## config.mk

```make
export PLATFORM = sky130hd
export DESIGN_NAME = mavlink_packet_framer_stats_top
export DESIGN_NICKNAME = d
export VERILOG_FILES = /design/src/hdl/mpf_pkg.sv /design/src/hdl/mpf_ram.sv /design/src/hdl/mpf_ctrl.sv /design/src/hdl/mpf_dpath.sv /design/src/hdl/mavlink_packet_framer_stats_top.sv
export SDC_FILE = /design/constraint.sdc
export NUM_CORES = 2
export LEC_CHECK = 0
export BUFFER_PORTS_ARGS = -buffer_cell sky130_fd_sc_hd__buf_2
export CAP_MARGIN = 20
export CELL_PAD_IN_SITES_DETAIL_PLACEMENT = 1
export CELL_PAD_IN_SITES_GLOBAL_PLACEMENT = 1
export CORE_MARGIN = 4
export CORE_UTILIZATION = 55
export DETAILED_ROUTE_END_ITERATION = 7
export GPL_TIMING_DRIVEN = 0
export PLACE_DENSITY = 0.82
export SLEW_MARGIN = 20
export SYNTH_ARGS = -nofsm -noshare
export SYNTH_HDL_FRONTEND = slang
export SYNTH_SLANG_ARGS = --single-unit
export TNS_END_PERCENT = 50
```

## constraint.sdc

```tcl
create_clock -name clk -period 9.7 [get_ports clk]
set_clock_uncertainty 0.05 [all_clocks]
set_input_delay 0 -clock clk [delete_from_list [all_inputs] [get_ports clk]]
set_output_delay 0 -clock clk [all_outputs]
set_load 0.005 [all_outputs]
```

## src/hdl/mpf_pkg.sv

```systemverilog
// Package for the MAVLink packet framer with statistics.
// Holds phase and controller state types, constants and the X.25 CRC step.
// No dependencies.
package mpf_pkg;

    localparam int          SOURCE_SLOTS_DEF = 10;
    localparam logic [7:0]  START_MARK       = 8'd254;
    localparam logic [15:0] CRC_SEED         = 16'hFFFF;
    localparam logic        ACT_STREAM       = 1'b0;
    localparam logic        ACT_LOAD         = 1'b1;

    typedef enum logic [2:0] {
        PH_HUNT,
        PH_HEADER,
        PH_PAYLOAD,
        PH_CRC_LO,
        PH_CRC_HI
    } phase_t;

    typedef enum logic [1:0] {
        ST_IDLE,
        ST_LOOKUP,
        ST_UPDATE
    } ctrl_state_t;

    typedef struct packed {
        logic accept;
        logic lookup;
        logic update;
    } ctrl_cmd_t;

    typedef struct packed {
        logic is_last;
        logic out_free;
    } dp_status_t;

    function automatic logic [15:0] crc_add(input logic [15:0] crc, input logic [7:0] b);
        logic [7:0] t;
        t = b ^ crc[7:0];
        t = t ^ {t[3:0], 4'b0000};
        return {8'h00, crc[15:8]} ^ {t, 8'h00} ^ {5'b00000, t, 3'b000} ^ {12'h000, t[7:4]};
    endfunction

endpackage

```

## src/hdl/mpf_ram.sv

```systemverilog
// Generic simple dual-port RAM: one write port, one registered read port.
// No dependencies.
module mpf_ram #(
    parameter int WIDTH = 8,
    parameter int DEPTH = 256,
    parameter int AW    = (DEPTH > 1) ? $clog2(DEPTH) : 1
) (
    input  logic             clk,
    input  logic             we,
    input  logic [AW-1:0]    waddr,
    input  logic [WIDTH-1:0] wdata,
    input  logic [AW-1:0]    raddr,
    output logic [WIDTH-1:0] rdata
);

    logic [WIDTH-1:0] mem [DEPTH];
    logic [WIDTH-1:0] rdata_reg;

    always_ff @(posedge clk)
    begin
        if (we)
        begin
            mem[waddr] <= wdata;
        end
        rdata_reg <= mem[raddr];
    end

    assign rdata = rdata_reg;

endmodule

```

## src/hdl/mpf_ctrl.sv

```systemverilog
// Controller for the framer: sequences accept, slot lookup and slot update.
// Depends on mpf_pkg.
module mpf_ctrl (
    input  logic               clk,
    input  logic               rst_n,
    input  logic               in_valid,
    output logic               in_ready,
    input  mpf_pkg::dp_status_t status,
    output mpf_pkg::ctrl_cmd_t  cmd
);

    mpf_pkg::ctrl_state_t state_reg, state_next;
    logic accept;

    assign accept = in_valid && in_ready;

    always_ff @(posedge clk or negedge rst_n)
    begin
        if (!rst_n)
        begin
            state_reg <= mpf_pkg::ST_IDLE;
        end
        else
        begin
            state_reg <= state_next;
        end
    end

    always_comb
    begin
        state_next = state_reg;
        unique case (state_reg)
            mpf_pkg::ST_IDLE:
            begin
                if (accept && status.is_last)
                begin
                    state_next = mpf_pkg::ST_LOOKUP;
                end
            end
            mpf_pkg::ST_LOOKUP: state_next = mpf_pkg::ST_UPDATE;
            mpf_pkg::ST_UPDATE: state_next = mpf_pkg::ST_IDLE;
            default:            state_next = mpf_pkg::ST_IDLE;
        endcase
    end

    always_comb
    begin
        in_ready   = 1'b0;
        cmd.accept = 1'b0;
        cmd.lookup = 1'b0;
        cmd.update = 1'b0;
        unique case (state_reg)
            mpf_pkg::ST_IDLE:
            begin
                in_ready   = status.out_free;
                cmd.accept = accept;
            end
            mpf_pkg::ST_LOOKUP: cmd.lookup = 1'b1;
            mpf_pkg::ST_UPDATE: cmd.update = 1'b1;
            default:            in_ready   = 1'b0;
        endcase
    end

endmodule

```

## src/hdl/mpf_dpath.sv

```systemverilog
// Datapath for the framer: framing, CRC, totals, source slots, output register.
// Depends on mpf_pkg and mpf_ram.
module mpf_dpath #(
    parameter int SOURCE_SLOTS = mpf_pkg::SOURCE_SLOTS_DEF
) (
    input  logic               clk,
    input  logic               rst_n,
    input  mpf_pkg::ctrl_cmd_t  cmd,
    output mpf_pkg::dp_status_t status,
    input  logic               action,
    input  logic [7:0]         data_byte,
    input  logic [7:0]         table_index,
    output logic               out_valid,
    input  logic               out_ready,
    output logic [7:0]         out_byte,
    output logic               first_of_packet,
    output logic               last_of_packet,
    output logic               crc_ok,
    output logic [3:0]         source_slot,
    output logic               source_overflow,
    output logic [31:0]        packet_count,
    output logic [31:0]        crc_error_count,
    output logic [31:0]        discarded_count,
    output logic [31:0]        sources_seen,
    output logic [31:0]        slot_packet_count,
    output logic [31:0]        slot_error_count
);

    localparam int SLOT_W = (SOURCE_SLOTS > 1) ? $clog2(SOURCE_SLOTS) : 1;

    mpf_pkg::phase_t phase_reg;
    logic [8:0]  pos_reg;
    logic [7:0]  len_reg, msg_reg, sys_reg, comp_reg, crc_lo_reg, crc_hi_reg;
    logic [15:0] crc_reg;
    logic [31:0] tot_pk_reg, tot_err_reg, tot_disc_reg, tot_src_reg;

    logic              in_use_reg [SOURCE_SLOTS];
    logic [15:0]       key_reg    [SOURCE_SLOTS];
    logic [SLOT_W-1:0] idx_reg;
    logic              ok_reg, ovf_reg, new_reg;

    logic              out_valid_reg, first_reg, last_reg, oko_reg, ovfo_reg;
    logic [7:0]        byte_reg;
    logic [3:0]        slot_o_reg;
    logic [31:0]       spk_reg, ser_reg;

    logic [7:0]        tbl_rdata;
    logic [63:0]       cnt_rdata, cnt_wdata;
    logic [31:0]       spk_next, ser_next;
    logic              tbl_we, stream, load_plain, out_free;
    logic [15:0]       calc, key;
    logic              ok_now, hit_found, free_found;
    logic [SLOT_W-1:0] hit_idx, free_idx;
    logic [SLOT_W+3:0] idx_ext;

    assign stream     = cmd.accept && (action == mpf_pkg::ACT_STREAM);
    assign tbl_we     = cmd.accept && (action == mpf_pkg::ACT_LOAD);
    assign out_free   = !out_valid_reg || out_ready;
    assign status.is_last  = (action == mpf_pkg::ACT_STREAM) && (phase_reg == mpf_pkg::PH_CRC_HI);
    assign status.out_free = out_free;

    assign load_plain = stream && (phase_reg != mpf_pkg::PH_CRC_HI)
                        && !((phase_reg == mpf_pkg::PH_HUNT) && (data_byte != mpf_pkg::START_MARK));

    mpf_ram #(.WIDTH(8), .DEPTH(256)) u_tbl (
        .clk   (clk),
        .we    (tbl_we),
        .waddr (table_index),
        .wdata (data_byte),
        .raddr (msg_reg),
        .rdata (tbl_rdata)
    );

    mpf_ram #(.WIDTH(64), .DEPTH(SOURCE_SLOTS)) u_cnt (
        .clk   (clk),
        .we    (cmd.update && !ovf_reg),
        .waddr (idx_reg),
        .wdata (cnt_wdata),
        .raddr (hit_found ? hit_idx : free_idx),
        .rdata (cnt_rdata)
    );

    assign calc   = mpf_pkg::crc_add(crc_reg, tbl_rdata);
    assign ok_now = (calc == {crc_hi_reg, crc_lo_reg});
    assign key    = {sys_reg, comp_reg};

    always_comb
    begin
        hit_found  = 1'b0;
        free_found = 1'b0;
        hit_idx    = '0;
        free_idx   = '0;
        for (int s = 0; s < SOURCE_SLOTS; s++)
        begin
            if (in_use_reg[s])
            begin
                if (!hit_found && (key_reg[s] == key))
                begin
                    hit_found = 1'b1;
                    hit_idx   = SLOT_W'(s);
                end
            end
            else if (!free_found)
            begin
                free_found = 1'b1;
                free_idx   = SLOT_W'(s);
            end
        end
    end

    assign spk_next  = (new_reg ? 32'd0 : cnt_rdata[63:32]) + 32'd1;
    assign ser_next  = (new_reg ? 32'd0 : cnt_rdata[31:0]) + {31'd0, !ok_reg};
    assign cnt_wdata = {spk_next, ser_next};
    assign idx_ext   = {4'b0000, idx_reg};

    always_ff @(posedge clk or negedge rst_n)
    begin
        if (!rst_n)
        begin
            phase_reg    <= mpf_pkg::PH_HUNT;
            pos_reg      <= '0;
            len_reg      <= '0;
            msg_reg      <= '0;
            sys_reg      <= '0;
            comp_reg     <= '0;
            crc_lo_reg   <= '0;
            crc_hi_reg   <= '0;
            crc_reg      <= mpf_pkg::CRC_SEED;
            tot_pk_reg   <= '0;
            tot_err_reg  <= '0;
            tot_disc_reg <= '0;
            tot_src_reg  <= '0;
            idx_reg      <= '0;
            ok_reg       <= 1'b0;
            ovf_reg      <= 1'b0;
            new_reg      <= 1'b0;
            out_valid_reg <= 1'b0;
            for (int s = 0; s < SOURCE_SLOTS; s++)
            begin
                in_use_reg[s] <= 1'b0;
                key_reg[s]    <= '0;
            end
        end
        else
        begin
            if (stream)
            begin
                unique case (phase_reg)
                    mpf_pkg::PH_HUNT:
                    begin
                        if (data_byte != mpf_pkg::START_MARK)
                        begin
                            tot_disc_reg <= tot_disc_reg + 32'd1;
                        end
                        else
                        begin
                            crc_reg   <= mpf_pkg::CRC_SEED;
                            pos_reg   <= 9'd1;
                            phase_reg <= mpf_pkg::PH_HEADER;
                        end
                    end
                    mpf_pkg::PH_HEADER:
                    begin
                        crc_reg <= mpf_pkg::crc_add(crc_reg, data_byte);
                        if (pos_reg == 9'd1) len_reg  <= data_byte;
                        if (pos_reg == 9'd3) sys_reg  <= data_byte;
                        if (pos_reg == 9'd4) comp_reg <= data_byte;
                        if (pos_reg == 9'd5) msg_reg  <= data_byte;
                        if (pos_reg >= 9'd5)
                        begin
                            phase_reg <= (len_reg == 8'd0) ? mpf_pkg::PH_CRC_LO
                                                           : mpf_pkg::PH_PAYLOAD;
                        end
                        pos_reg <= pos_reg + 9'd1;
                    end
                    mpf_pkg::PH_PAYLOAD:
                    begin
                        crc_reg <= mpf_pkg::crc_add(crc_reg, data_byte);
                        if (pos_reg >= (9'd5 + {1'b0, len_reg}))
                        begin
                            phase_reg <= mpf_pkg::PH_CRC_LO;
                        end
                        pos_reg <= pos_reg + 9'd1;
                    end
                    mpf_pkg::PH_CRC_LO:
                    begin
                        crc_lo_reg <= data_byte;
                        pos_reg    <= pos_reg + 9'd1;
                        phase_reg  <= mpf_pkg::PH_CRC_HI;
                    end
                    mpf_pkg::PH_CRC_HI:
                    begin
                        crc_hi_reg <= data_byte;
                        pos_reg    <= '0;
                        phase_reg  <= mpf_pkg::PH_HUNT;
                    end
                    default: phase_reg <= mpf_pkg::PH_HUNT;
                endcase
            end

            if (cmd.lookup)
            begin
                ok_reg      <= ok_now;
                tot_pk_reg  <= tot_pk_reg + 32'd1;
                tot_err_reg <= tot_err_reg + {31'd0, !ok_now};
                new_reg     <= !hit_found && free_found;
                ovf_reg     <= !hit_found && !free_found;
                idx_reg     <= hit_found ? hit_idx : free_idx;
                if (!hit_found)
                begin
                    tot_src_reg <= tot_src_reg + 32'd1;
                    if (free_found)
                    begin
                        in_use_reg[free_idx] <= 1'b1;
                        key_reg[free_idx]    <= key;
                    end
                end
            end

            if (load_plain || cmd.update)
            begin
                out_valid_reg <= 1'b1;
            end
            else if (out_ready)
            begin
                out_valid_reg <= 1'b0;
            end
        end
    end

    always_ff @(posedge clk)
    begin
        if (load_plain)
        begin
            byte_reg   <= data_byte;
            first_reg  <= (phase_reg == mpf_pkg::PH_HUNT);
            last_reg   <= 1'b0;
            oko_reg    <= 1'b0;
            ovfo_reg   <= 1'b0;
            slot_o_reg <= '0;
            spk_reg    <= '0;
            ser_reg    <= '0;
        end
        else if (cmd.update)
        begin
            byte_reg   <= crc_hi_reg;
            first_reg  <= 1'b0;
            last_reg   <= 1'b1;
            oko_reg    <= ok_reg;
            ovfo_reg   <= ovf_reg;
            slot_o_reg <= ovf_reg ? 4'd0 : idx_ext[3:0];
            spk_reg    <= ovf_reg ? 32'd0 : spk_next;
            ser_reg    <= ovf_reg ? 32'd0 : ser_next;
        end
    end

    assign out_valid         = out_valid_reg;
    assign out_byte          = byte_reg;
    assign first_of_packet   = first_reg;
    assign last_of_packet    = last_reg;
    assign crc_ok            = oko_reg;
    assign source_slot       = slot_o_reg;
    assign source_overflow   = ovfo_reg;
    assign packet_count      = tot_pk_reg;
    assign crc_error_count   = tot_err_reg;
    assign discarded_count   = tot_disc_reg;
    assign sources_seen      = tot_src_reg;
    assign slot_packet_count = spk_reg;
    assign slot_error_count  = ser_reg;

endmodule

```

## src/hdl/mavlink_packet_framer_stats_top.sv

```systemverilog
// Top level of the MAVLink v1 packet framer with statistics.
// Depends on mpf_pkg, mpf_ctrl, mpf_dpath (which uses mpf_ram).
//
//   channel  handshake             payload
//   input    in_valid / in_ready   action, data_byte, table_index
//   output   out_valid / out_ready out_byte ... slot_error_count
//
// A table load, a discarded byte or a packet byte other than the last is taken in ST_IDLE alone.
// The last CRC byte is followed by ST_LOOKUP (CRC-extra check with slot search), then
// ST_UPDATE (the read-modify-write of the slot counter memory).
// Reset clears framing, totals and slot ownership; the CRC-extra table is not cleared.
// A new beat is taken only when the output register is empty or being drained.
module mavlink_packet_framer_stats_top #(
    parameter int SOURCE_SLOTS = mpf_pkg::SOURCE_SLOTS_DEF
) (
    input  logic        clk,
    input  logic        rst_n,
    input  logic        in_valid,
    output logic        in_ready,
    input  logic        action,
    input  logic [7:0]  data_byte,
    input  logic [7:0]  table_index,
    output logic        out_valid,
    input  logic        out_ready,
    output logic [7:0]  out_byte,
    output logic        first_of_packet,
    output logic        last_of_packet,
    output logic        crc_ok,
    output logic [3:0]  source_slot,
    output logic        source_overflow,
    output logic [31:0] packet_count,
    output logic [31:0] crc_error_count,
    output logic [31:0] discarded_count,
    output logic [31:0] sources_seen,
    output logic [31:0] slot_packet_count,
    output logic [31:0] slot_error_count
);

    mpf_pkg::ctrl_cmd_t  cmd;
    mpf_pkg::dp_status_t status;

    mpf_ctrl u_ctrl (
        .clk      (clk),
        .rst_n    (rst_n),
        .in_valid (in_valid),
        .in_ready (in_ready),
        .status   (status),
        .cmd      (cmd)
    );

    mpf_dpath #(.SOURCE_SLOTS(SOURCE_SLOTS)) u_dpath (
        .clk               (clk),
        .rst_n             (rst_n),
        .cmd               (cmd),
        .status            (status),
        .action            (action),
        .data_byte         (data_byte),
        .table_index       (table_index),
        .out_valid         (out_valid),
        .out_ready         (out_ready),
        .out_byte          (out_byte),
        .first_of_packet   (first_of_packet),
        .last_of_packet    (last_of_packet),
        .crc_ok            (crc_ok),
        .source_slot       (source_slot),
        .source_overflow   (source_overflow),
        .packet_count      (packet_count),
        .crc_error_count   (crc_error_count),
        .discarded_count   (discarded_count),
        .sources_seen      (sources_seen),
        .slot_packet_count (slot_packet_count),
        .slot_error_count  (slot_error_count)
    );

endmodule
```

### Yosys cells after proc, flatten, opt, wreduce, memory -nomap -nowiden

Memory sizes are Yosys's and may differ from the RTL's. A register that Yosys moved wholly into a read port is not among the register bits.
Index checks and enable logic that the tools add are counted.

* bits in registers: 464
* output and inout port bits: 210
* input bits: 21
* memory bits (writable): 2688
* word-level logic and storage cells: 264
* memories: 2

* magnitude comparators: 4
* reduce and logical (&&, ||, !) cells: 60
* add/subtract/negate cells: 8
* equality and inequality tests: 27
* bitwise operators: 14
* multiplexer cells: 102

Memories
* u_dpath.u_tbl.mem: depth 256, bits a word 8, read ports 1, clocked after Yosys merged registers in 1, write ports 1, RTL line mpf_ram.sv:16 `logic [WIDTH-1:0] mem [DEPTH];`
* u_dpath.u_cnt.mem: depth 10, bits a word 64, read ports 1, clocked after Yosys merged registers in 1, write ports 1, RTL line mpf_ram.sv:16

Operators with widths (number)
* 16-bit == test: 11
* 160-bit bitwise mux: 1
* 4-bit 2-to-1 mux: 36
* 32-bit by 1-bit adder with 32-bit output, second input constant: 4
* 32-bit 2-to-1 mux: 4
* 32-bit by 1-bit adder with 32-bit output: 2
* 16-bit demux with 4-bit select: 1
* 1-bit 2-to-1 mux: 46
* 16-bit 2-to-1 mux: 2
* 16-bit one-hot mux with 2 select lines: 1
* 16-bit by 11-bit XOR with 16-bit output: 2
* 16-bit by 4-bit XOR with 16-bit output: 2
* 8-bit by 16-bit XOR with 16-bit output: 2
* 8-bit XOR: 4
* 9-bit one-hot mux with 3 select lines: 1
* 3-bit AND reduction: 8
* 1-bit logical AND: 21
* 9-bit by 3-bit == test with 1-bit output, second input constant: 2
* 1-bit logical NOT: 16
* 8-bit 2-to-1 mux: 2
* 3-bit one-hot mux with 4 select lines: 1
* 10-bit bitwise OR: 1
* 3-bit by 8-bit adder with 9-bit output, first input constant: 1
* 9-bit by 1-bit adder with 9-bit output, second input constant: 1
* 32 further kinds: 43

### Depth between registers and ports, before layout

* depth in word-level cells: 41
* gate-level depth with buffers: 17
* depth with buffers taken out: 14

### By module

Synthesis repeated with hierarchy kept, for this count alone.

* cells, all modules: 7178
* area, all modules: 129504.2 µm²

By module, submodules not included
* mpf_ram at u_dpath.u_tbl: instances 1, sequential area each 61659.1 µm², cells an instance 3733, area each 79556.3 µm²
* mpf_ram at u_dpath.u_cnt: instances 1, sequential area each 20499.7 µm², cells an instance 1376, area each 26564.2 µm²
* mpf_dpath: instances 1, sequential area each 11270.8 µm², cells an instance 2059, area each 23278.6 µm²
* mpf_ctrl: instances 1, sequential area each 50.0 µm², cells an instance 10, area each 105.1 µm²

### Worst setup path before layout

No wires, ideal clock.

* path kind: register to register
* start: register u_ctrl.state_reg[0]
* end: memory u_dpath.u_cnt.mem[2][0], enable pin
* stages on the path, launching flop included: 6
* slack: 1.802 ns
* path buffers: 1
* arrival: 7.204 ns
* required time: 9.006 ns
* period minus slack after synthesis: 7.898 ns
* library setup time: 0.644 ns
* path through: dfrtp_1 -> nand2b_1 -> nor2_1 -> clkbuf_1 -> nand2_1 -> nor4_1

* cells in the longest elaborated chain, start to end: 5

RTL lines
* start, declared: RTL line mpf_ctrl.sv:12 `mpf_pkg::ctrl_state_t state_reg, state_next;`
* start signal, assigned: RTL line mpf_ctrl.sv:21 `state_reg <= mpf_pkg::ST_IDLE;`
* start signal, assigned: RTL line mpf_ctrl.sv:25 `state_reg <= state_next;`
* 2-bit == test: RTL line mpf_ctrl.sv:52 `unique case (state_reg)`
* 1-bit 2-to-1 mux: RTL line mpf_ctrl.sv:52
* 1-bit logical AND: RTL line mpf_dpath.sv:76 `.we (cmd.update && !ovf_reg),`
* 1-bit 2-to-1 mux: RTL line mpf_ram.sv:21 `if (we)`
* 1-bit 2-to-1 mux (not written as such): RTL line mpf_ram.sv:23 `mem[waddr] <= wdata;`
* end, declared: RTL line mpf_ram.sv:16

Every way passes these cells.

### Worst setup path after layout

* start: register u_dpath.new_reg
* end: memory u_dpath.u_cnt.mem[8][31] (data pin)

* cells in the longest elaborated chain, start to end: 2

RTL lines
* start, declared: RTL line mpf_dpath.sv:40 `logic ok_reg, ovf_reg, new_reg;`
* start signal, assigned: RTL line mpf_dpath.sv:206 `new_reg <= !hit_found && free_found;`
* 32-bit 2-to-1 mux: RTL line mpf_dpath.sv:112 `assign ser_next = (new_reg ? 32'd0 : cnt_rdata[31:0]) + {31'd0, !ok_reg};`
* 32-bit by 1-bit adder with 32-bit output: RTL line mpf_dpath.sv:112
* via u_dpath.ser_next[31]: RTL line mpf_dpath.sv:49 `logic [31:0] spk_next, ser_next;`

The timed path passes the listed nets, and every way through them passes these cells.

==> reports/summary.md <==
* flip-flop and latch area: 93,500 sq um
* number of gates given a new drive strength after cts: 0
* Internal Dissipation: 25.2 mW
* switching fraction of total power: 0.271
* final worst hold slack: 0.0451 ns
* number of global-route vias before repair: 74,500
* count of filler cells inserted in the layout: 19,100
* final count of hold timing violations: 0
* proportion of synthesized chip area in sequential cells: 0.735
* post-synthesis instance total: 6,556
* multi-input logic area: 32,300 sq um
* Die Height: 489 microns
* flip-flop count of the largest register, all copies and words added: 2,048
* largest buffer count on any clock path: 4
* setup repair after global routing missed its margin: false
* number of enable-type register cells in the synthesized netlist: 2,697
* HPWL after detailed placement: 239 mm
* IR Drop Worst-Case VDD: 230 uV
* number of iterations in the first detailed-routing pass: 7
* relative contribution of the clock network to total power: 0.375
* global route overflow: 0
* TritonCTS buffer count: 337
* leakage: 49.3 nW
* slew margin rel.: 0.185
* Die Footprint: 239,000 sq um
* standard-cell row count: 176
* antenna violations before repair: 14
* type of the worst setup path: flop to flop
* delay of the slowest cell on the worst path: 0.77 ns
* Worst Hold Class: input pin to flop
* mean area per synthesized cell: 19.4 sq um
* PD cells: 238 nW/um^2
* post-route DRC violation count: 0
* most prevalent standard cell on the critical path: sky130_fd_sc_hd__clkbuf_1
* combinational power share: 0.155
* depth of the CTS H-tree: 5
* count of yosys warnings during synthesis: 0
* vias: 71,000
* final max-slew violation count: 0
* Synth-to-Final Area Change: 14.0%
* setup violation total in the final timing report: 0
* maximum number of pins on one net before global-route repair: 134
* Highest Clock Rate: 144 MHz
* net switching power figure: 9.38 mW
* arrival time at the worst endpoint: 7.51 ns
* dominant synthesized flop cell: sky130_fd_sc_hd__edfxtp_1
* wire length of the first global-routing pass: 555 mm
* number of distinct library cell variants in the gate-level netlist after synthesis: 68
* measured slew at the worst slew-check pin: 1.22 ns
* post-synthesis cell area: 127,000 sq um
* Post-Route Setup TNS: 0 ns
* number of max-capacitance violations reported: 0
* Clock Tree Root: sky130_fd_sc_hd__clkbuf_16
* antenna-violating nets left: 0
* type of element capturing the critical path: flop
* aggregate global-route resource usage: 0.325
* Via density: 6.72
* RD Place Congestion: 0.843
* dominant cells by area after synthesis: sky130_fd_sc_hd__edfxtp_1, sky130_fd_sc_hd__mux4_2, sky130_fd_sc_hd__dfrtp_1
* post-synthesis sequential element count: 3,224
* share of the cycle needed by the critical path after routing: 0.714
* PnR worst setup slack: 2.77 ns
* outcome: finished, final reports clean
* synthesized net count: 6,599
* fin crit period: 6.93 ns
* Detailed Route WL: 388 mm
* fraction of registers with async set/reset: 0.119
* top cell type by total area after synthesis: sky130_fd_sc_hd__edfxtp_1
* proportion of netlist area held by the largest area contributor: 0.637
* nets@finish: 7,312
* number of sinks driven by the clock tree: 3,224
* clock transition at the register clock pins on the worst setup and hold paths after CTS: 0.06 ns
* critical path launch point type: flop
* starting utilization of the core area: 0.553
* WL per Instance: 36.8 microns
* required time at the worst-slack endpoint: 10.28 ns
* fraction of layout instances using a drive strength above 1: 0.257
* starting DRC count in detailed routing: 9,432
* overall die width: 489 microns
* share of power burned in registers: 0.470
* clock network latency to the later pin of the worst-skew pair: 0.99 ns
* Critical-path top delay cell: sky130_fd_sc_hd__nor4_1
* setup repair bufs after CTS: 0
* crit path max fanout: 11
* series of cell instances along the critical path: clkbuf_1 -> clkbuf_1 -> clkbuf_1 -> buf_1 -> nor2b_1 -> ha_1 -> and3_1 -> nor4b_1 -> nand2_1 -> nor4_1 -> nand2_1 -> nor3_1 -> nand3_1 -> xor2_1 -> nor2_2
* boundary pin count: 231
* clock tree from TritonCTS: built
* CORE AREA: 230,000 sq um
* worst slack at placement: 2.80 ns
* total of buffers placed on input and output ports: 229
-- cell usage in the layout, fill, tap and decap left out, drive strengths merged, types with 24 or more instances in the layout --
master / synthesis / layout
a211o: 31 / 31
a21oi: 36 / 36
a22o: 66 / 66
and3: 34 / 34
buf: 122 / 456
bufinv: 0 / 28
clkbuf: 231 / 676
clkinv: 0 / 109
dfrtp: 368 / 368
dfxtp: 143 / 143
dlygate4sd3: 0 / 24
edfxtp: 2697 / 2697
inv: 31 / 36
mux2: 249 / 249
mux2i: 352 / 352
mux4: 680 / 680
nand2: 170 / 170
nand2b: 29 / 29
nand3: 85 / 85
nand4: 50 / 50
nor2: 417 / 417
nor2b: 27 / 27
nor3: 31 / 31
nor4: 38 / 38
o21ai: 33 / 33
o221ai: 33 / 33
o22a: 35 / 35
o22ai: 34 / 34
xnor2: 213 / 213
xor2: 182 / 182
-- worst paths after layout --
| check | start | slack, ns | to | cells after the start |
|---|---|---|---|---|
| max | u_dpath.new_reg | 2.77 | u_dpath.u_cnt.mem[8][31] | 15 |
| min | data_byte[2] | 0.05 | u_dpath.u_tbl.mem[133][2] | 2 |
| max reg2reg | u_dpath.new_reg | 2.77 | u_dpath.u_cnt.mem[8][31] | 15 |
| min reg2reg | u_dpath.crc_ok | 0.41 | u_dpath.crc_ok | 2 |
| max in group asynchronous | rst_n | 8.17 | u_dpath.crc_reg[10] | 6 |
| min in group asynchronous | rst_n | 0.08 | u_dpath.sources_seen[15] | 4 |
-- cells in the mapped netlist, types with 50 or more instances --
cell	n
sky130_fd_sc_hd__mux2_2	233
sky130_fd_sc_hd__edfxtp_1	2697
sky130_fd_sc_hd__clkbuf_1	231
sky130_fd_sc_hd__nand2_1	170
sky130_fd_sc_hd__mux4_2	680
sky130_fd_sc_hd__xor2_1	182
sky130_fd_sc_hd__nor2_1	415
sky130_fd_sc_hd__mux2i_1	352
sky130_fd_sc_hd__nand3_1	85
sky130_fd_sc_hd__nand4_1	50
sky130_fd_sc_hd__a22o_1	66
sky130_fd_sc_hd__dfrtp_1	368
sky130_fd_sc_hd__xnor2_1	212
sky130_fd_sc_hd__buf_1	80
sky130_fd_sc_hd__dfxtp_1	143
-- power by group through the flow --
stage          Sequential [mW]  Combinational, mW  Clock (mW)
6_report                  16.3               5.35        13.0
5_1_grt                   16.3               5.58        13.7
2_1_floorplan             16.4               2.97           0
3_3_place_gp              16.5               4.74           0
4_1_cts                   16.3               5.21        13.0
3_5_place_dp              16.5               5.03           0
-- stage by stage --
step	power (mW)	instances	util	cell area, sq um
finish	34.6	10600	0.630	145000
detailed placement	21.5	9922	0.581	134000
CTS	34.5	10500	0.629	145000
floorplan	19.4	6556	-	127000
global placement	21.3	9811	0.574	132000
global route	35.5	10500	0.630	145000
-- final cells by class --
class | instances | area share
diodes | 9 | 0.000155
well taps | 3026 | 0.0261
flip-flops and latches | 3224 | 0.644
repair buffers | 374 | 0.0203
plain buffers | 353 | 0.0107
clock inverters | 158 | 0.0107
inverters | 31 | 0.000802
clock buffers | 429 | 0.0639
multi-input cells | 2948 | 0.223
-- cells by family (layout without fill, tap and decap cells) --
family          after synthesis  count (layout)  synth area share
buf+inv                     384            1345            0.0124
flops                      3224            3224             0.735
mux                        1281            1281             0.170
compound gates              293             293            0.0173
xor+xnor                    395             395            0.0273
simple gates                957             957            0.0356
fa+ha+maj                    22              22           0.00216
other cells                   0               9                 0
-- metal layers --
metal  track usage  routed length (microns)
met1         0.412                   135000
met2         0.528                   188000
met3        0.0707                    38900
met4         0.180                    25700
met5             0                       26
-- critical path, delay by kind of cell, from the launching register on --
family | cells | cell delay [ns]
DFF | 1 | 0.58
xor gates and xnor gates | 1 | 0.19
adders and majority gates | 1 | 0.30
and+or+nand+nor | 9 | 3.54
buffers and inverters | 4 | 1.95
-- repair_timing --
action	4_1_cts	5_1_grt
setup endpoints to repair	0	0
hold buffers	22	5
hold endpoints to repair	1945	17
Note: power is estimated with default switching activity, not from simulation.
